$ cat config.mk
export PLATFORM = sky130hd
export DESIGN_NAME = plain_pnm_text_decoder
export DESIGN_NICKNAME = d
export VERILOG_FILES = /design/src/pnmtd_pkg.sv /design/src/pnmtd_parse.sv /design/src/plain_pnm_text_decoder.sv
export SDC_FILE = /design/constraint.sdc
export NUM_CORES = 1
export LEC_CHECK = 0
export BUFFER_PORTS_ARGS = -buffer_cell sky130_fd_sc_hd__buf_2
export CORE_AREA = 2 2 276 142
export DETAILED_ROUTE_END_ITERATION = 16
export DIE_AREA = 0 0 278 144
export PLACE_DENSITY = 0.6
export SLEW_MARGIN = 20
export SYNTH_ARGS = -nofsm -noshare
export SYNTH_HDL_FRONTEND = slang
export SYNTH_SLANG_ARGS = --single-unit
$ cat constraint.sdc
create_clock -name i_clk -period 6.25 [get_ports i_clk]
set_clock_uncertainty 0.1 [all_clocks]
set_input_delay 1.25 -clock i_clk [delete_from_list [all_inputs] [get_ports i_clk]]
set_output_delay 1.25 -clock i_clk [all_outputs]
set_load 0.005 [all_outputs]
$ cat src/pnmtd_pkg.sv
package pnmtd_pkg;

    // Parser phases
    localparam int PH_W = 3;
    localparam logic [PH_W-1:0] PH_WAIT   = 3'd0;
    localparam logic [PH_W-1:0] PH_TYPE   = 3'd1;
    localparam logic [PH_W-1:0] PH_SKIP   = 3'd2;
    localparam logic [PH_W-1:0] PH_WIDTH  = 3'd3;
    localparam logic [PH_W-1:0] PH_HEIGHT = 3'd4;
    localparam logic [PH_W-1:0] PH_MAXVAL = 3'd5;
    localparam logic [PH_W-1:0] PH_PIXELS = 3'd6;

    // Result kinds
    localparam logic [1:0] KIND_HEADER = 2'd0;
    localparam logic [1:0] KIND_PIXEL  = 2'd1;
    localparam logic [1:0] KIND_ERROR  = 2'd2;

    // Characters of interest
    localparam logic [7:0] CH_ZERO  = 8'h30;
    localparam logic [7:0] CH_NINE  = 8'h39;
    localparam logic [7:0] CH_SPACE = 8'h20;
    localparam logic [7:0] CH_LF    = 8'h0A;
    localparam logic [7:0] CH_HASH  = 8'h23;

    // Field widths
    localparam int TYPE_W  = 4;
    localparam int DIM_W   = 13;
    localparam int CH_W    = 16;
    localparam int IDX_W   = 24;
    localparam int TDATA_W = 120;

    localparam int MAX_DIM_DEF    = 4096;
    localparam int VALUE_BITS_DEF = 16;

    // Bitmap pixels: a zero bit is white.
    localparam logic [CH_W-1:0] BIT_WHITE = 16'd255;

    typedef struct packed {
        logic [1:0]        kind;
        logic [TYPE_W-1:0] image_type;
        logic [DIM_W-1:0]  image_width;
        logic [DIM_W-1:0]  image_height;
        logic [CH_W-1:0]   max_gray;
        logic [CH_W-1:0]   red;
        logic [CH_W-1:0]   green;
        logic [CH_W-1:0]   blue;
        logic [IDX_W-1:0]  pixel_index;
        logic              last_pixel;
    } t_result;

endpackage

$ cat src/pnmtd_parse.sv
module pnmtd_parse #(
    parameter int MAX_DIM    = pnmtd_pkg::MAX_DIM_DEF,
    parameter int VALUE_BITS = pnmtd_pkg::VALUE_BITS_DEF
) (
    input  logic                i_clk,
    input  logic                i_rst_n,
    input  logic                i_en,
    input  logic [7:0]          i_char,
    input  logic                i_first,
    input  logic                i_eof,
    output logic                o_res_valid,
    output pnmtd_pkg::t_result  o_res
);

    localparam int PW  = pnmtd_pkg::PH_W;
    localparam int TW  = pnmtd_pkg::TYPE_W;
    localparam int DW  = pnmtd_pkg::DIM_W;
    localparam int CW  = pnmtd_pkg::CH_W;
    localparam int XW  = pnmtd_pkg::IDX_W;
    localparam int VB  = VALUE_BITS;
    localparam int AW  = VALUE_BITS + 4;
    localparam int CLW = 17;
    localparam logic [AW-1:0]  VMAX     = AW'((33'd1 << VALUE_BITS) - 33'd1);
    localparam logic [CLW-1:0] DIM_LIM  = CLW'(MAX_DIM);

    logic [PW-1:0] r_phase, n_phase;
    logic [TW-1:0] r_type, n_type;
    logic [DW-1:0] r_width, n_width;
    logic [DW-1:0] r_height, n_height;
    logic [VB-1:0] r_maxval, n_maxval;
    logic [VB-1:0] r_acc, n_acc;
    logic          r_tok, n_tok;
    logic          r_in_comment, n_in_comment;
    logic [1:0]    r_chan, n_chan;
    logic [VB-1:0] r_held_red, n_held_red;
    logic [VB-1:0] r_held_green, n_held_green;
    logic [DW-1:0] r_col, n_col;
    logic [DW-1:0] r_row, n_row;
    logic [XW-1:0] r_pix_idx, n_pix_idx;

    logic          is_digit;
    logic          is_sep;
    logic [3:0]    dval;
    logic [AW-1:0] acc_mul;
    logic [VB-1:0] acc_sat;
    logic          finish;
    logic [VB-1:0] fin_v;
    logic [DW-1:0] fin_dim;
    logic          row_end;
    logic          col_end;

    assign is_digit = (i_char >= pnmtd_pkg::CH_ZERO) && (i_char <= pnmtd_pkg::CH_NINE);
    assign is_sep   = (i_char == pnmtd_pkg::CH_SPACE) || (i_char == pnmtd_pkg::CH_LF);
    assign dval     = 4'(i_char - pnmtd_pkg::CH_ZERO);

    // acc * 10 + digit as two shifted adds, then saturate.
    assign acc_mul = AW'({r_acc, 3'b000}) + AW'({r_acc, 1'b0}) + AW'(dval);
    assign acc_sat = (acc_mul > VMAX) ? VMAX[VB-1:0] : acc_mul[VB-1:0];

    // A token ends on a separator, or on a digit that is the last byte.
    assign finish  = !r_in_comment && ((is_digit && i_eof) || (is_sep && r_tok));
    assign fin_v   = is_digit ? acc_sat : r_acc;
    assign fin_dim = (CLW'(fin_v) > DIM_LIM) ? DW'(DIM_LIM) : DW'(fin_v);

    assign row_end = ({1'b0, r_row} + (DW+1)'(1)) >= {1'b0, r_height};
    assign col_end = ({1'b0, r_col} + (DW+1)'(1)) >= {1'b0, r_width};

    always_comb begin
        n_phase      = r_phase;
        n_type       = r_type;
        n_width      = r_width;
        n_height     = r_height;
        n_maxval     = r_maxval;
        n_acc        = r_acc;
        n_tok        = r_tok;
        n_in_comment = r_in_comment;
        n_chan       = r_chan;
        n_held_red   = r_held_red;
        n_held_green = r_held_green;
        n_col        = r_col;
        n_row        = r_row;
        n_pix_idx    = r_pix_idx;
        o_res_valid  = 1'b0;
        o_res        = '0;

        if (i_first) begin
            n_phase      = pnmtd_pkg::PH_TYPE;
            n_type       = '0;
            n_width      = '0;
            n_height     = '0;
            n_maxval     = '0;
            n_acc        = '0;
            n_tok        = 1'b0;
            n_in_comment = 1'b0;
            n_chan       = '0;
            n_held_red   = '0;
            n_held_green = '0;
            n_col        = '0;
            n_row        = '0;
            n_pix_idx    = '0;
        end else begin
            case (r_phase)
                pnmtd_pkg::PH_TYPE: begin
                    if (is_digit) begin
                        n_type  = dval;
                        n_phase = pnmtd_pkg::PH_SKIP;
                    end else begin
                        o_res_valid      = 1'b1;
                        o_res.kind       = pnmtd_pkg::KIND_ERROR;
                        o_res.image_type = r_type;
                        n_phase          = pnmtd_pkg::PH_WAIT;
                    end
                end
                pnmtd_pkg::PH_SKIP: begin
                    n_phase = pnmtd_pkg::PH_WIDTH;
                end
                pnmtd_pkg::PH_WIDTH, pnmtd_pkg::PH_HEIGHT,
                pnmtd_pkg::PH_MAXVAL, pnmtd_pkg::PH_PIXELS: begin
                    if (r_in_comment) begin
                        if (i_char == pnmtd_pkg::CH_LF) begin
                            n_in_comment = 1'b0;
                        end
                    end else if (is_digit) begin
                        n_acc = acc_sat;
                        n_tok = 1'b1;
                    end else if (is_sep) begin
                        n_tok = r_tok;
                    end else if ((i_char == pnmtd_pkg::CH_HASH) &&
                                 (r_phase == pnmtd_pkg::PH_WIDTH) && !r_tok) begin
                        n_in_comment = 1'b1;
                    end else begin
                        o_res_valid      = 1'b1;
                        o_res.kind       = pnmtd_pkg::KIND_ERROR;
                        o_res.image_type = r_type;
                        n_phase          = pnmtd_pkg::PH_WAIT;
                    end

                    if (finish) begin
                        n_acc = '0;
                        n_tok = 1'b0;
                        case (r_phase)
                            pnmtd_pkg::PH_WIDTH: begin
                                n_width = fin_dim;
                                n_phase = pnmtd_pkg::PH_HEIGHT;
                            end
                            pnmtd_pkg::PH_HEIGHT, pnmtd_pkg::PH_MAXVAL: begin
                                if (r_phase == pnmtd_pkg::PH_HEIGHT) begin
                                    n_height = fin_dim;
                                end else begin
                                    n_maxval = fin_v;
                                end
                                if ((r_phase == pnmtd_pkg::PH_HEIGHT) && (r_type != 4'd1)) begin
                                    n_phase = pnmtd_pkg::PH_MAXVAL;
                                end else begin
                                    o_res_valid        = 1'b1;
                                    o_res.kind         = pnmtd_pkg::KIND_HEADER;
                                    o_res.image_type   = r_type;
                                    o_res.image_width  = n_width;
                                    o_res.image_height = n_height;
                                    o_res.max_gray     = CW'(n_maxval);
                                    if ((r_type inside {[4'd1:4'd3]}) &&
                                        (n_width != '0) && (n_height != '0)) begin
                                        n_phase = pnmtd_pkg::PH_PIXELS;
                                    end else begin
                                        n_phase = pnmtd_pkg::PH_WAIT;
                                    end
                                end
                            end
                            pnmtd_pkg::PH_PIXELS: begin
                                if ((r_type == 4'd3) && (r_chan == 2'd0)) begin
                                    n_held_red = fin_v;
                                    n_chan     = 2'd1;
                                end else if ((r_type == 4'd3) && (r_chan == 2'd1)) begin
                                    n_held_green = fin_v;
                                    n_chan       = 2'd2;
                                end else begin
                                    n_chan            = 2'd0;
                                    o_res_valid       = 1'b1;
                                    o_res.kind        = pnmtd_pkg::KIND_PIXEL;
                                    o_res.image_type  = r_type;
                                    o_res.pixel_index = r_pix_idx;
                                    o_res.last_pixel  = row_end && col_end;
                                    if (r_type == 4'd3) begin
                                        o_res.red   = CW'(r_held_red);
                                        o_res.green = CW'(r_held_green);
                                        o_res.blue  = CW'(fin_v);
                                    end else if (r_type == 4'd1) begin
                                        o_res.red   = (fin_v == '0) ? pnmtd_pkg::BIT_WHITE : '0;
                                        o_res.green = o_res.red;
                                        o_res.blue  = o_res.red;
                                    end else begin
                                        o_res.red   = CW'(fin_v);
                                        o_res.green = CW'(fin_v);
                                        o_res.blue  = CW'(fin_v);
                                    end
                                    n_pix_idx = r_pix_idx + XW'(1);
                                    if (row_end && col_end) begin
                                        n_phase = pnmtd_pkg::PH_WAIT;
                                    end else if (col_end) begin
                                        n_col = '0;
                                        n_row = r_row + DW'(1);
                                    end else begin
                                        n_col = r_col + DW'(1);
                                    end
                                end
                            end
                            default: begin
                                n_phase = r_phase;
                            end
                        endcase
                    end
                end
                default: begin
                    n_phase = r_phase;
                end
            endcase
        end

        if (i_eof) begin
            n_phase = pnmtd_pkg::PH_WAIT;
        end
    end

    always_ff @(posedge i_clk) begin
        if (!i_rst_n) begin
            r_phase      <= pnmtd_pkg::PH_WAIT;
            r_type       <= '0;
            r_width      <= '0;
            r_height     <= '0;
            r_maxval     <= '0;
            r_acc        <= '0;
            r_tok        <= 1'b0;
            r_in_comment <= 1'b0;
            r_chan       <= '0;
            r_held_red   <= '0;
            r_held_green <= '0;
            r_col        <= '0;
            r_row        <= '0;
            r_pix_idx    <= '0;
        end else if (i_en) begin
            r_phase      <= n_phase;
            r_type       <= n_type;
            r_width      <= n_width;
            r_height     <= n_height;
            r_maxval     <= n_maxval;
            r_acc        <= n_acc;
            r_tok        <= n_tok;
            r_in_comment <= n_in_comment;
            r_chan       <= n_chan;
            r_held_red   <= n_held_red;
            r_held_green <= n_held_green;
            r_col        <= n_col;
            r_row        <= n_row;
            r_pix_idx    <= n_pix_idx;
        end
    end

endmodule

$ cat src/plain_pnm_text_decoder.sv
// Plain text PNM decoder (types P1, P2 and P3).
// The slave channel takes one byte of the file per word: tdata carries the byte, tuser
// flags the first byte of a file (it restarts the parser) and tlast flags the last byte
// (it completes a pending token and stops the parser until the next first byte).
// The master channel gives one word for the header, then one word per pixel; tuser
// holds the kind (header, pixel or malformed-token error) and tlast marks the final
// pixel. A malformed byte produces one error word and halts parsing until a new file.
// Throughput is one byte per clock cycle while the spare word is empty: the whole
// step of the parser is a single pass of combinational logic from the parser registers
// to the result register. A result caused by a byte is registered at the edge that
// accepts it: in the output register, or in the spare word if the output is stalled.
// The output stage holds the result register plus one spare word. When the receiver
// stalls, bytes are still taken until one of them produces a result; that result goes
// to the spare word, and the slave tready then drops until the receiver drains it, so
// nothing is lost.
// A synchronous active-low reset clears the parser to wait for a first byte and
// empties both output words.
module plain_pnm_text_decoder #(
    parameter int MAX_DIM    = pnmtd_pkg::MAX_DIM_DEF,
    parameter int VALUE_BITS = pnmtd_pkg::VALUE_BITS_DEF
) (
    input  logic                            i_clk,
    input  logic                            i_rst_n,
    input  logic                            s_axis_tvalid,
    output logic                            s_axis_tready,
    input  logic [7:0]                      s_axis_tdata,  // char_byte
    input  logic [0:0]                      s_axis_tuser,  // first_byte
    input  logic                            s_axis_tlast,  // end_of_file
    output logic                            m_axis_tvalid,
    input  logic                            m_axis_tready,
    // image_type, image_width, image_height, max_gray, red, green, blue,
    // pixel_index, two zero bits
    output logic [pnmtd_pkg::TDATA_W-1:0]   m_axis_tdata,
    output logic [1:0]                      m_axis_tuser,  // kind
    output logic                            m_axis_tlast   // last_pixel
);

    logic               in_fire;
    logic               res_valid;
    pnmtd_pkg::t_result res;

    // Output register and the spare (skid) word behind it.
    logic               r_out_v;
    pnmtd_pkg::t_result r_out;
    logic               r_skid_v;
    pnmtd_pkg::t_result r_skid;

    // The slave side is only held off while the spare word is occupied.
    assign s_axis_tready = !r_skid_v;
    assign in_fire       = s_axis_tvalid && s_axis_tready;

    pnmtd_parse #(
        .MAX_DIM    (MAX_DIM),
        .VALUE_BITS (VALUE_BITS)
    ) u_parse (
        .i_clk       (i_clk),
        .i_rst_n     (i_rst_n),
        .i_en        (in_fire),
        .i_char      (s_axis_tdata),
        .i_first     (s_axis_tuser[0]),
        .i_eof       (s_axis_tlast),
        .o_res_valid (res_valid),
        .o_res       (res)
    );

    // The output register reloads whenever it is empty or being taken. The spare word
    // has priority, since it holds the older result. A result that arrives while the
    // output is stalled parks in the spare word.
    always_ff @(posedge i_clk) begin
        if (!i_rst_n) begin
            r_out_v  <= 1'b0;
            r_skid_v <= 1'b0;
        end else if (!r_out_v || m_axis_tready) begin
            if (r_skid_v) begin
                r_out_v  <= 1'b1;
                r_skid_v <= 1'b0;
            end else begin
                r_out_v  <= in_fire && res_valid;
            end
        end else if (in_fire && res_valid) begin
            r_skid_v <= 1'b1;
        end
    end

    always_ff @(posedge i_clk) begin
        if (!r_out_v || m_axis_tready) begin
            r_out <= r_skid_v ? r_skid : res;
        end
        if (!r_skid_v) begin
            r_skid <= res;
        end
    end

    assign m_axis_tvalid = r_out_v;
    assign m_axis_tuser  = r_out.kind;
    assign m_axis_tlast  = r_out.last_pixel;
    assign m_axis_tdata  = {2'b00, r_out.pixel_index, r_out.blue, r_out.green, r_out.red,
                            r_out.max_gray, r_out.image_height, r_out.image_width,
                            r_out.image_type};

    // The spare word is never occupied while the output register is empty.
    a_skid_behind_out: assert property (@(posedge i_clk) disable iff (!i_rst_n)
        r_skid_v |-> r_out_v)
        else $error("spare word valid while output register is empty");

    // The spare word only fills when the output was stalled at that edge.
    a_skid_fill_on_stall: assert property (@(posedge i_clk) disable iff (!i_rst_n)
        $rose(r_skid_v) |-> $past(r_out_v && !m_axis_tready))
        else $error("spare word filled without a stalled output");

    // Only pixel words can carry the last-pixel mark.
    a_last_on_pixel: assert property (@(posedge i_clk) disable iff (!i_rst_n)
        (m_axis_tvalid && m_axis_tlast) |-> (m_axis_tuser == pnmtd_pkg::KIND_PIXEL))
        else $error("last-pixel mark on a non-pixel word");

endmodule
**Word-level counts from Yosys, hierarchy flattened**

Index checks and enable logic that the tools add are counted.

- Register bits: 395
- Input bits: 14
- Output and inout port bits: 125
- Logic and storage cells: 253

- Add/subtract/negate cells: 8
- Magnitude comparators: 8
- Equality and inequality tests: 18
- Mux-type cells: 128
- Bitwise logic cells: 1
- Reductions and logical operators: 54

Operator list:

| kind | number |
|---|---|
| $mux W13 | 30 |
| $mux W121 | 3 |
| $mux W16 | 22 |
| $mux W73 | 3 |
| $mux W24 | 6 |
| $mux W48 | 3 |
| $mux W115 | 1 |
| $mux W42 | 1 |
| $mux W6 | 7 |
| $mux W3 | 12 |
| $add A13 B1 Y14 const B | 2 |
| $ge A14 B13 Y1 | 2 |
| $add A13 B1 Y13 const B | 2 |
| $reduce_bool A13 Y1 | 2 |
| $add A24 B1 Y24 const B | 1 |
| $pmux W6 S2 | 2 |
| $mux W1 | 23 |
| $add A19 B17 Y20 | 1 |
| $add A20 B4 Y20 | 1 |
| $gt A20 B16 Y1 const B | 1 |
| $reduce_bool A2 Y1 | 10 |
| $pmux W3 S3 | 2 |
| $eq A8 B6 Y1 const B | 2 |
| $gt A16 B13 Y1 const B | 1 |
| other kinds (37) | 77 |

**Logic depth before layout (Yosys ltp)**

Gate-level depths: netlist of the first run.

- Depth in word-level cells: 21
- Gate-level depth with buffers: 17
- Mapped depth without buffers: 16

**Hierarchy**

From an unflattened synthesis of the first run, not the netlist that was laid out.

- Cells, all modules: 1,732
- Area, all modules: 18,198.7 µm²

By module, submodules not included:

| module | instances | cells an instance | area an instance (µm²) |
|---|---|---|---|
| pnmtd_parse | 1 | 1,344 | 10,343.7 |
| plain_pnm_text_decoder | 1 | 388 | 7,855.0 |

**Worst setup path after synthesis of the first run**

OpenSTA, ideal clock, no wires.

- Path type: input to register
- From: input s_axis_tdata[3]
- To: register r_out, in the netlist m_axis_tdata[46] (data pin)
- Library setup time: 0.184 ns
- Data arrival time: 5.363 ns
- Slack: 0.603 ns
- Stages: 16
- Path buffers: 1
- Path through: inv_1 -> fa_1 -> inv_1 -> fa_1 -> a21o_1 -> a221o_1 -> a41o_1 -> or3_1 -> a32oi_1 -> o211ai_2 -> o22a_1 -> or4_4 -> o41ai_2 -> nand2_2 -> buf_6 -> o31ai_1

- Longest elaborated chain between the ends: 16
- Elaborated cells between the ends (all ways): 26
- Those cells by class: 2 x add/sub; 3 x order compare; 2 x eq/ne; 12 x mux; 7 x reduce/logical

Ends and longest elaborated chain:

| element | RTL line | source |
|---|---|---|
| from (decl) | plain_pnm_text_decoder.sv:26 | `input logic [7:0] s_axis_tdata,` |
| $sub A4 B1 Y4 | pnmtd_parse.sv:54 | `assign dval = 4'(i_char - pnmtd_pkg::CH_ZERO);` |
| $add A20 B4 Y20 | pnmtd_parse.sv:57 | `assign acc_mul = AW'({r_acc, 3'b000}) + AW'({r_acc, 1'b0}) + AW'(dval);` |
| $gt A20 B16 Y1 | pnmtd_parse.sv:58 | `assign acc_sat = (acc_mul > VMAX) ? VMAX[VB-1:0] : acc_mul[VB-1:0];` |
| $mux W16 | pnmtd_parse.sv:58 |  |
| $mux W16 | pnmtd_parse.sv:62 | `assign fin_v = is_digit ? acc_sat : r_acc;` |
| $logic_not A16 Y1 | pnmtd_parse.sv:188 | `o_res.red = (fin_v == '0) ? pnmtd_pkg::BIT_WHITE : '0;` |
| $mux W8 | pnmtd_parse.sv:188 |  |
| $mux W48 | pnmtd_parse.sv:187 | `end else if (r_type == 4'd1) begin` |
| $mux W48 | pnmtd_parse.sv:183 | `if (r_type == 4'd3) begin` |
| $mux W73 | pnmtd_parse.sv:173 | `end else if ((r_type == 4'd3) && (r_chan == 2'd1)) begin` |
| $mux W73 | pnmtd_parse.sv:170 | `if ((r_type == 4'd3) && (r_chan == 2'd0)) begin` |
| $mux W73 | pnmtd_parse.sv:141 | `case (r_phase)` |
| $mux W121 * | pnmtd_parse.sv:138 | `if (finish) begin` |
| $mux W115 * | pnmtd_parse.sv:102 | `case (r_phase)` |
| $mux W121 * | pnmtd_parse.sv:86 | `if (i_first) begin` |
| $mux W121 * | n/a |  |
| to (signal assigned) | plain_pnm_text_decoder.sv:87 | `r_out <= r_skid_v ? r_skid : res;` |
| to (decl) | plain_pnm_text_decoder.sv:44 | `pnmtd_pkg::t_result r_out;` |

Every way passes the cells marked *; elsewhere a longest branch is shown, timed or not.
A chain may end at the register's enable or synchronous reset.

**Worst setup path in the final report of the first run**

- From: input s_axis_tdata[3]
- To: register r_out, in the netlist m_axis_tdata[21] (data pin)

- Longest elaborated chain between the ends: 18
- Elaborated cells between the ends (all ways): 28
- Those cells by class: 2 x add/sub; 4 x order compare; 2 x eq/ne; 14 x mux; 6 x reduce/logical

Ends and longest elaborated chain:

| element | RTL line | source |
|---|---|---|
| $sub A4 B1 Y4 | pnmtd_parse.sv:54 |  |
| $add A20 B4 Y20 | pnmtd_parse.sv:57 |  |
| $gt A20 B16 Y1 | pnmtd_parse.sv:58 |  |
| $mux W16 | pnmtd_parse.sv:58 |  |
| $mux W16 | pnmtd_parse.sv:62 |  |
| $gt A16 B13 Y1 | pnmtd_parse.sv:63 | `assign fin_dim = (CLW'(fin_v) > DIM_LIM) ? DW'(DIM_LIM) : DW'(fin_v);` |
| $mux W13 | pnmtd_parse.sv:63 |  |
| $mux W13 | pnmtd_parse.sv:147 | `if (r_phase == pnmtd_pkg::PH_HEIGHT) begin` |
| [2 not listed] | n/a |  |
| $mux W13 | pnmtd_parse.sv:102 |  |
| $mux W13 | pnmtd_parse.sv:86 |  |
| $mux W48 | pnmtd_parse.sv:152 | `if ((r_phase == pnmtd_pkg::PH_HEIGHT) && (r_type != 4'd1)) begin` |
| $mux W42 | pnmtd_parse.sv:141 |  |
| $mux W121 * | pnmtd_parse.sv:138 |  |
| $mux W115 * | pnmtd_parse.sv:102 |  |
| $mux W121 * | pnmtd_parse.sv:86 |  |
| $mux W121 * | n/a |  |

Every way passes the cells marked *; elsewhere a longest branch is shown, timed or not. The select of a mux whose other input is x is not followed.

==> run summary, run 1 <==
Status: completed
Final hold violation count: 0
Worst-path clk slew: 0.07 ns
Placed instance count: 2245
Worst reg-to-reg path cell count: 16
Req. time, crit path: 6.50 ns
Initial Utilization: 43.9%
DR vias: 13.0k
Post-cts sizing count: 0
Top cells by area, synth: dfxtp_1 33%, edfxtp_1 22%, ha_1 4.5%, nand2_1 4.2%, a22oi_1 3.6%
Post-synth top flop: dfxtp_1
Slew @ Worst Pin: 1.03 ns
DRT Pass-1 Iters: 5
Max_cap viols: 0
Mapped Cells: 1647
Kind of critical path: in2reg
Total grt overflow: 0
Total track usage: 24.0%
Yosys reg bits: 395
CP Capture Point: m_axis_tdata[21]
Core box area: 0.0380 mm^2
Critical path launch point type: input pin
Die Width: 278 um
Fin. max-slew vios: 0
IO Count: 139
Routed Wire Length: 48.4 mm
Worst Path Max Fanout: 12
Diodes inserted: 0
Number of global-route vias before repair: 11.9k
Clock latency on the worst-skew pair: 0.54 ns
Placement Cell Area: 0.0180 mm^2
Initial antenna violation count: 0
Final instance area: 0.0193 mm^2
Die Span Y: 144 um
Setup crit end kind: register
CTS Buffer Depth: 3
Area fraction of the dominant cell type after synthesis: 32.9%
Detail Placement HPWL: 34.0 mm
Period utilisation layout: 93.5%
Crit path launch: s_axis_tdata[3]
Post-CTS Setup Bufs: 0
CTS root buf: clkbuf_16
First-pass GRT wire length: 73.6 mm
Unrepaired setup endpoints after global routing: no
Row count: 51
Number of flops mapped to enable cells by yosys: 121
Post-layout min period: 5.84 ns
Area Growth Syn to Fin: 15.6%
Max Freq: 0.171 GHz
Worst rel slew slack: 30.5%
Buffers on Ports: 136
Mapped Area: 0.0167 mm^2
# setup viols final: 0
Most area-hungry cell type in the Yosys netlist: dfxtp_1
Via-to-Cell Ratio: 5.60
Asr flop ratio synth: 0%
Reg2reg end: m_axis_tdata[21]
Pin count of the biggest net entering global routing: 124
TritonCTS buffer count: 37
CTS tree: yes
Drt wl/cell: 21.0 um
Pwr dens: 266 mW/mm^2
Total leakage power: 0.00797 uW
Clock sink count: 395
Worst r2r src: u_parse.r_acc[2]
Seq/Total Area, Yosys: 54.7%
Final antenna-violating net count: 0
Hold crit path type: reg2reg
Initial DRC Count: 1245
Maximum VDD drop: 166 uV
CP arrival: 6.09 ns
Hold-fix buffers, CTS: 0
Post-synth cell types: 79
YS warnings: 0
Post-route insts no fill: 2312
CTS H-tree depth: 2
Post-route DRC: 0
Syn avg cell area: 10.1 um^2
Reg2Reg Setup Slack: 0.74 ns
Share of layout cells above drive strength 1: 14.6%
Die area: 0.0400 mm^2
Total Nets Final: 1857
GPL Wtd Cong: 0.934
layout by cell type (no fill, tap or decap), types with 8 or more instances in the layout:
cell,count
ha_1,60
or4_1,8
nand2_1,185
and2_1,14
xor2_1,40
o22ai_1,11
nor2_1,129
nor4_1,10
buf_4,47
nand2b_1,18
a22oi_1,79
o21ai_1,35
buf_2,135
o22a_1,13
clkbuf_16,39
a22o_1,31
a21o_1,14
nor2b_1,84
a31oi_1,9
a21oi_1,53
edfxtp_1,121
dfxtp_1,273
nand4_1,13
and3_1,23
o21ai_0,99
or3_1,8
inv_1,41
nand3_1,31
nor3_1,8
o21a_1,11
xnor2_1,23
o31ai_1,22
kinds of logic (layout without fill, tap and decap cells):
group                    after synthesis  count (layout)  synth area share, %
buffers and inverters                131             292                 3.17
AND/OR/NAND/NOR                      557             557                 16.2
XOR/XNOR                              63              63                 3.31
other                                  1               2               0.0225
AO/OA/AOI/OAI                        433             433                 17.5
multiplexers                           5               5                0.300
adder cells (fa/ha/maj)               62              62                 4.75
flip-flops                           395             395                 54.7
cells in the mapped netlist, types with 23 or more instances:
cell type and count:
a21oi_1 53, a22o_1 31, a22oi_1 79, and3_1 23, clkbuf_1 72, dfxtp_1 274, edfxtp_1 121, ha_1 60
inv_1 41, nand2_1 185, nand3_1 31, nor2_1 130, nor2b_1 85, o21ai_0 100, o21ai_1 34, xnor2_1 23
xor2_1 40
worst min path at each step:
| stage | start | to | slack, ns | cells after the start |
|---|---|---|---|---|
| 2_1_floorplan | r_skid[119] | r_skid[119] | 0.32 | 2 |
| 6_report | u_parse.r_width[5] | u_parse.r_width[5] | 0.35 | 2 |
| 3_5_place_dp | r_skid[62] | r_skid[62] | 0.34 | 2 |
| 3_3_place_gp | r_skid[61] | r_skid[61] | 0.33 | 2 |
| 5_1_grt | u_parse.r_width[5] | u_parse.r_width[5] | 0.36 | 2 |
| 4_1_cts | u_parse.r_width[5] | u_parse.r_width[5] | 0.35 | 2 |
state kept, by name, indices dropped and copies added (netlist names), 13 cells and up:
register and cells:
r_skid 121, m_axis_tdata 118, u_parse.r_pix_idx 24, u_parse.r_acc 16, u_parse.r_held_green 16, u_parse.r_held_red 16, u_parse.r_maxval 16, u_parse.r_col 13
u_parse.r_height 13, u_parse.r_row 13, u_parse.r_width 13
routing by layer:
metal / GRT usage (%) / vias to the layer above / part of all wire (%)
met4: 4.72 / 0 / 1.5
li1: - / 6178 / -
met2: 31.4 / 501 / 38
met5: 0 / - / 0
met1: 37.9 / 6219 / 51
met3: 7.03 / 53 / 9.6
where the power goes:
part           internal (uW)  total, uW  switching [uW]  leakage, uW
clock                   1340       2340            1000     0.000618
combinational           44.7        143            98.5      0.00365
sequential              2630       2640            6.79      0.00370
worst max-delay path: stages:
cell      delay, ns
buf_2          0.11
inv_1          0.06
fa_1           0.52
inv_1          0.07
fa_1           0.45
a21o_1         0.24
a221o_1        0.35
a41o_1         0.23
or3_1          0.31
a32oi_1        0.24
o211ai_2       0.25
buf_4          0.26
o21ai_0        0.17
nand4b_1       0.21
o31a_1         0.38
or4_1          0.70
o21ai_1        0.28
cell type report:
class	count	area (um^2)
Inverter	41	154
Multi-Input combinational cell	1122	7040
Tap cell	503	629
Clock buffer	51	1080
Clock inverter	16	169
Sequential cell	395	9120
Fill cell	3498	18700
Timing Repair Buffer	184	1070
stage by stage:
| stage | TNS, ns | setup slack, ns | util [%] | hold slack, ns | power [uW] |
|---|---|---|---|---|---|
| after detailed placement | -0.221 | -0.0505 | 47.4 | 0.340 | 2830 |
| after floorplan | 0 | 0.603 | - | 0.320 | 2770 |
| after global placement | 0 | 0.0297 | 47.4 | 0.331 | 2830 |
| final | 0 | 0.408 | 50.7 | 0.348 | 5120 |
| after global routing | 0 | 0.179 | 50.7 | 0.363 | 5280 |
| after CTS | 0 | 0.475 | 50.7 | 0.351 | 5160 |
Power figures use the tool's default switching activity.
==> inputs of run 2 (changes only) <==
--- a/config.mk
+++ b/config.mk
@@ -6,10 +6,10 @@
 export NUM_CORES = 1
 export LEC_CHECK = 0
 export BUFFER_PORTS_ARGS = -buffer_cell sky130_fd_sc_hd__buf_2
-export CORE_AREA = 2 2 276 142
+export CORE_AREA = 2 2 208 210
 export DETAILED_ROUTE_END_ITERATION = 16
-export DIE_AREA = 0 0 278 144
-export PLACE_DENSITY = 0.6
+export DIE_AREA = 0 0 210 212
+export PLACE_DENSITY = 0.55
 export SLEW_MARGIN = 20
 export SYNTH_ARGS = -nofsm -noshare
 export SYNTH_HDL_FRONTEND = slang
==> run summary, run 2 (synthesized netlist as in run 1, its figures left out) <==
Status: completed
Most common cell after layout, fill and taps aside: dfxtp_1
Number of global-route vias before repair: 11.9k
Post-layout min period: 5.78 ns
Worst Path Max Fanout: 25
Clock sink count: 395
Final hold violation count: 0
Total grt overflow: 0
Hold-fix buffers, CTS: 0
Die area: 0.0445 mm^2
CP arrival: 6.06 ns
Worst hold stages: 2
Post-cts sizing count: 0
Post-route DRC: 0
Fill cell count: 4020
Pwr dens: 273 mW/mm^2
DRT Pass-1 Iters: 5
Clock latency on the worst-skew pair: 0.57 ns
Period utilisation layout: 92.5%
CTS H-tree depth: 2
Reg with most FFs: r_skid
Total track usage: 20.3%
CTS Buffer Depth: 3
Max_cap viols: 0
GPL Wtd Cong: 0.914
Max reg flops: 121
Post-CTS Setup Bufs: 0
Max Freq: 0.173 GHz
Power Total: 5310 uW
Slew @ Worst Pin: 1.19 ns
# setup viols final: 0
Critical path launch point type: input pin
Req. time, crit path: 6.53 ns
Pin count of the biggest net entering global routing: 104
CTS root buf: clkbuf_16
Total Nets Final: 1856
Row count: 76
Hold crit path type: reg2reg
Die Span Y: 212 um
Maximum VDD drop: 179 uV
Placement Cell Area: 0.0180 mm^2
Final instance area: 0.0194 mm^2
Initial Utilization: 39.2%
Core box area: 0.0425 mm^2
Die Width: 210 um
Worst rel slew slack: 20.5%
Final antenna-violating net count: 0
Setup crit end kind: register
DR vias: 12.6k
First-pass GRT wire length: 69.9 mm
HP Start: r_skid[44]
Drt wl/cell: 19.5 um
Unrepaired setup endpoints after global routing: no
Initial DRC Count: 995
Worst reg-to-reg path cell count: 16
Share of layout cells above drive strength 1: 14.7%
WHS Endpoint: r_skid[44]
IO Count: 139
Detail Placement HPWL: 31.3 mm
Kind of critical path: in2reg
Post-route insts no fill: 2361
Routed Wire Length: 46.0 mm
Reg2Reg Setup Slack: 0.79 ns
CTS tree: yes
TritonCTS buffer count: 44
Most frequent cells in the layout: 273 x dfxtp_1, 185 x nand2_1, 135 x buf_2
Total leakage power: 0.00801 uW
Buffers on Ports: 136
Via-to-Cell Ratio: 5.34
Initial antenna violation count: 0
Fin. max-slew vios: 0
Reg2reg end: m_axis_tdata[17]
Area of the multi-input gates: 0.00704 mm^2
Worst r2r src: u_parse.r_acc[0]
Area Growth Syn to Fin: 16.6%
Placed instance count: 2280
Sequential cell area: 0.00912 mm^2
Worst-path clk slew: 0.06 ns
[run 2: area by class of cell]
cell class              instances  share of cell area (%)
clock buffers                  64                    6.57
multi-input cells            1122                    36.3
inverters                      41                   0.792
well taps                     546                    3.52
clock inverters                16                   0.760
flip-flops and latches        395                    47.0
repair buffers                176                    5.13
diodes                          1                  0.0129
[run 2: routing by layer]
| metal | global-route usage (%) | part of all wire, % | up-vias |
|---|---|---|---|
| li1 | - | - | 6177 |
| met1 | 28.4 | 47 | 6037 |
| met2 | 32.1 | 44 | 339 |
| met3 | 4.22 | 5.8 | 58 |
| met4 | 5.45 | 2.3 | 0 |
| met5 | 0 | 0 | - |
[run 2: worst max path at each step]
stage                            end  slack [ns]             from
floorplan           m_axis_tdata[46]        0.60  s_axis_tdata[3]
CTS                 m_axis_tdata[24]        0.53  s_axis_tdata[3]
finish              m_axis_tdata[17]        0.47  s_axis_tdata[3]
detailed placement  m_axis_tdata[24]       -0.06  s_axis_tdata[3]
global placement    m_axis_tdata[28]        0.06  s_axis_tdata[3]
global route        m_axis_tdata[28]        0.24  s_axis_tdata[3]
[run 2: report_power, final]
| group | total (uW) | switching, uW | internal (uW) |
|---|---|---|---|
| clock | 2530 | 1030 | 1500 |
| combinational | 135 | 91.8 | 43.0 |
| sequential | 2640 | 5.90 | 2630 |
[run 2: worst max-delay path, stage by stage]
cell      delay, ns
buf_2          0.13
inv_1          0.07
fa_1           0.54
inv_1          0.07
fa_1           0.45
a21o_1         0.22
a221o_1        0.33
a41o_1         0.22
or3_1          0.30
a32oi_1        0.20
o211ai_2       0.22
buf_4          0.30
o21ai_0        0.19
nand4b_1       0.23
o31a_1         0.39
or4_1          0.67
o21ai_1        0.28
[run 2: per-stage QoR]
step | setup WS [ns] | util (%) | hold slack, ns | TNS, ns
floorplan | 0.603 | - | 0.320 | 0
global placement | 0.0649 | 42.3 | 0.331 | 0
detailed placement | -0.0574 | 42.3 | 0.342 | -0.387
finish | 0.472 | 45.7 | 0.351 | 0
global route | 0.238 | 45.7 | 0.375 | 0
CTS | 0.532 | 45.7 | 0.356 | 0
==> inputs of run 3 (changes only) <==
==> constraint.sdc (replaced) <==
create_clock -name i_clk -period 6.8 [get_ports i_clk]
set_clock_uncertainty 0.1 [all_clocks]
set_input_delay 1.36 -clock i_clk [delete_from_list [all_inputs] [get_ports i_clk]]
set_output_delay 1.36 -clock i_clk [all_outputs]
set_load 0.005 [all_outputs]
==> run summary, run 3 (synthesized netlist as in run 1, its figures left out) <==
Kind of critical path: in2reg
Post-CTS Setup Bufs: 0
Detail Placement HPWL: 31.7 mm
Grt met3 use: 3.75%
Total track usage: 20.6%
Max Freq: 0.163 GHz
Share of layout cells above drive strength 1: 14.5%
Placement Cell Area: 0.0179 mm^2
Fin. max-slew vios: 0
CP cell instances: buf_2 -> inv_1 -> fa_1 -> inv_1 -> fa_1 -> a21o_1 -> a221o_1 -> a41o_1 -> or3_1 -> a32oi_1 -> o211ai_2 -> buf_4 -> o21ai_0 -> nand4b_1 -> o31a_1 -> or4_1 -> o21ai_1
HP Start: r_skid[43]
Fill cell count: 4076
Initial Utilization: 39.2%
Initial antenna violation count: 2
Crit path launch: s_axis_tdata[3]
Hold-fix buffers, CTS: 0
Die area: 0.0445 mm^2
Most common cell after layout, fill and taps aside: dfxtp_1
DR vias: 12.7k
Via-to-Cell Ratio: 5.41
Die Span Y: 212 um
First-pass GRT wire length: 70.5 mm
# setup viols final: 0
Unrepaired setup endpoints after global routing: no
DRT Pass-1 Iters: 5
Maximum VDD drop: 162 uV
GPL Wtd Cong: 0.924
Setup_tns: 0 ns
CP peak stage delay: 0.72 ns
Final hold violation count: 0
Max reg flops: 121
CP top delay family: compound AO/OA/AOI/OAI gates
GRT met1 Usage: 28.1%
Reg with most FFs: r_skid
Worst Path Buf+Inv: 4
Core box area: 0.0425 mm^2
Post-layout min period: 6.14 ns
Initial DRC Count: 843
CTS root buf: clkbuf_16
Most frequent cells in the layout: 273 x dfxtp_1, 185 x nand2_1, 135 x buf_2
Clock latency on the worst-skew pair: 0.58 ns
CTS H-tree depth: 2
Slew @ Worst Pin: 1.09 ns
Final antenna-violating net count: 0
Met2 usage: 32.3%
Final instance area: 0.0195 mm^2
Max_cap viols: 0
Row count: 76
Worst Path Max Fanout: 21
Number of global-route vias before repair: 12.1k
Period utilisation layout: 90.4%
IO Count: 139
GR peak layer: met2
Hold crit path type: reg2reg
Buffers on Ports: 136
Post-cts sizing count: 0
Total grt overflow: 0
Die Width: 210 um
Worst-path clk slew: 0.06 ns
CP arrival: 6.43 ns
Critical path launch point type: input pin
TritonCTS buffer count: 43
Req. time, crit path: 7.09 ns
Status: completed
Total leakage power: 0.00801 uW
Pwr dens: 262 mW/mm^2
Post-route DRC: 0
Total Nets Final: 1844
CTS tree: yes
Worst rel slew slack: 27.3%
Clock sink count: 395
Setup crit end kind: register
Worst r2r src: u_parse.r_acc[0]
Critical-path top delay cell: or4_1
Drt wl/cell: 19.7 um
Routed Wire Length: 46.3 mm
CTS Buffer Depth: 3
Area Growth Syn to Fin: 16.9%
Pin count of the biggest net entering global routing: 104
==> run 3: changes by cell type in the layout (fill, tap and decap cells not counted), sizes merged <==
cell      change
diode         +1
clkinvlp      +1
clkinv        -3
inv           -3
clkbuf        -2
bufinv        +6
buf          -11
==> run 3: worst paths after layout <==
| kind | end | slack [ns] | cells past startpoint |
|---|---|---|---|
| worst max register to register | m_axis_tdata[19] | 1.13 | 16 |
| worst min-delay path | r_skid[43] | 0.35 | 2 |
| worst min register to register | r_skid[43] | 0.35 | 2 |
| worst max-delay path | m_axis_tdata[19] | 0.66 | 17 |
==> run 3: layout make-up <==
| type | instances | area, um^2 | area share (%) |
|---|---|---|---|
| sequential | 395 | 9120 | 46.9 |
| multi-input combinational | 1122 | 7040 | 36.2 |
| clock buffer | 62 | 1250 | 6.41 |
| timing repair buffer | 165 | 901 | 4.63 |
| tap | 546 | 683 | 3.51 |
| clock inverter | 17 | 314 | 1.61 |
| inverter | 41 | 154 | 0.790 |
| antenna | 2 | 5.00 | 0.0257 |
==> run 3: worst min-delay path, stage by stage, from the launching register on <==
cell and delay (ns):
dfxtp_1 0.30, nand2_1 0.05, o31ai_1 0.07
==> run 3: per-stage QoR <==
stage	worst slack, ns	hold WS, ns	util, %	instances	total power [uW]
after global placement	0.262	0.332	42.1	2269	2600
after detailed placement	0.164	0.341	42.1	2269	2600
after global routing	0.360	0.380	45.8	2350	5240
final	0.656	0.354	45.8	2350	5100
after CTS	0.752	0.356	45.8	2348	5160
after floorplan	1.04	0.320	-	1648	2550
==> run 3: layer usage <==
metal	up-vias	share of wire, %	routed length, um
met3	94	5.2	2420
met5	-	0	0
met1	6132	46	21400
met4	0	3.5	1630
li1	6164	-	-
met2	334	45	20900
==> run 3: power by group <==
group | leakage, uW | internal, uW | switching (uW)
registers | 0.00370 | 2420 | 5.34
clock network | 0.000763 | 1580 | 972
logic | 0.00355 | 37.6 | 82.9
total | 0.00801 | 4040 | 1060
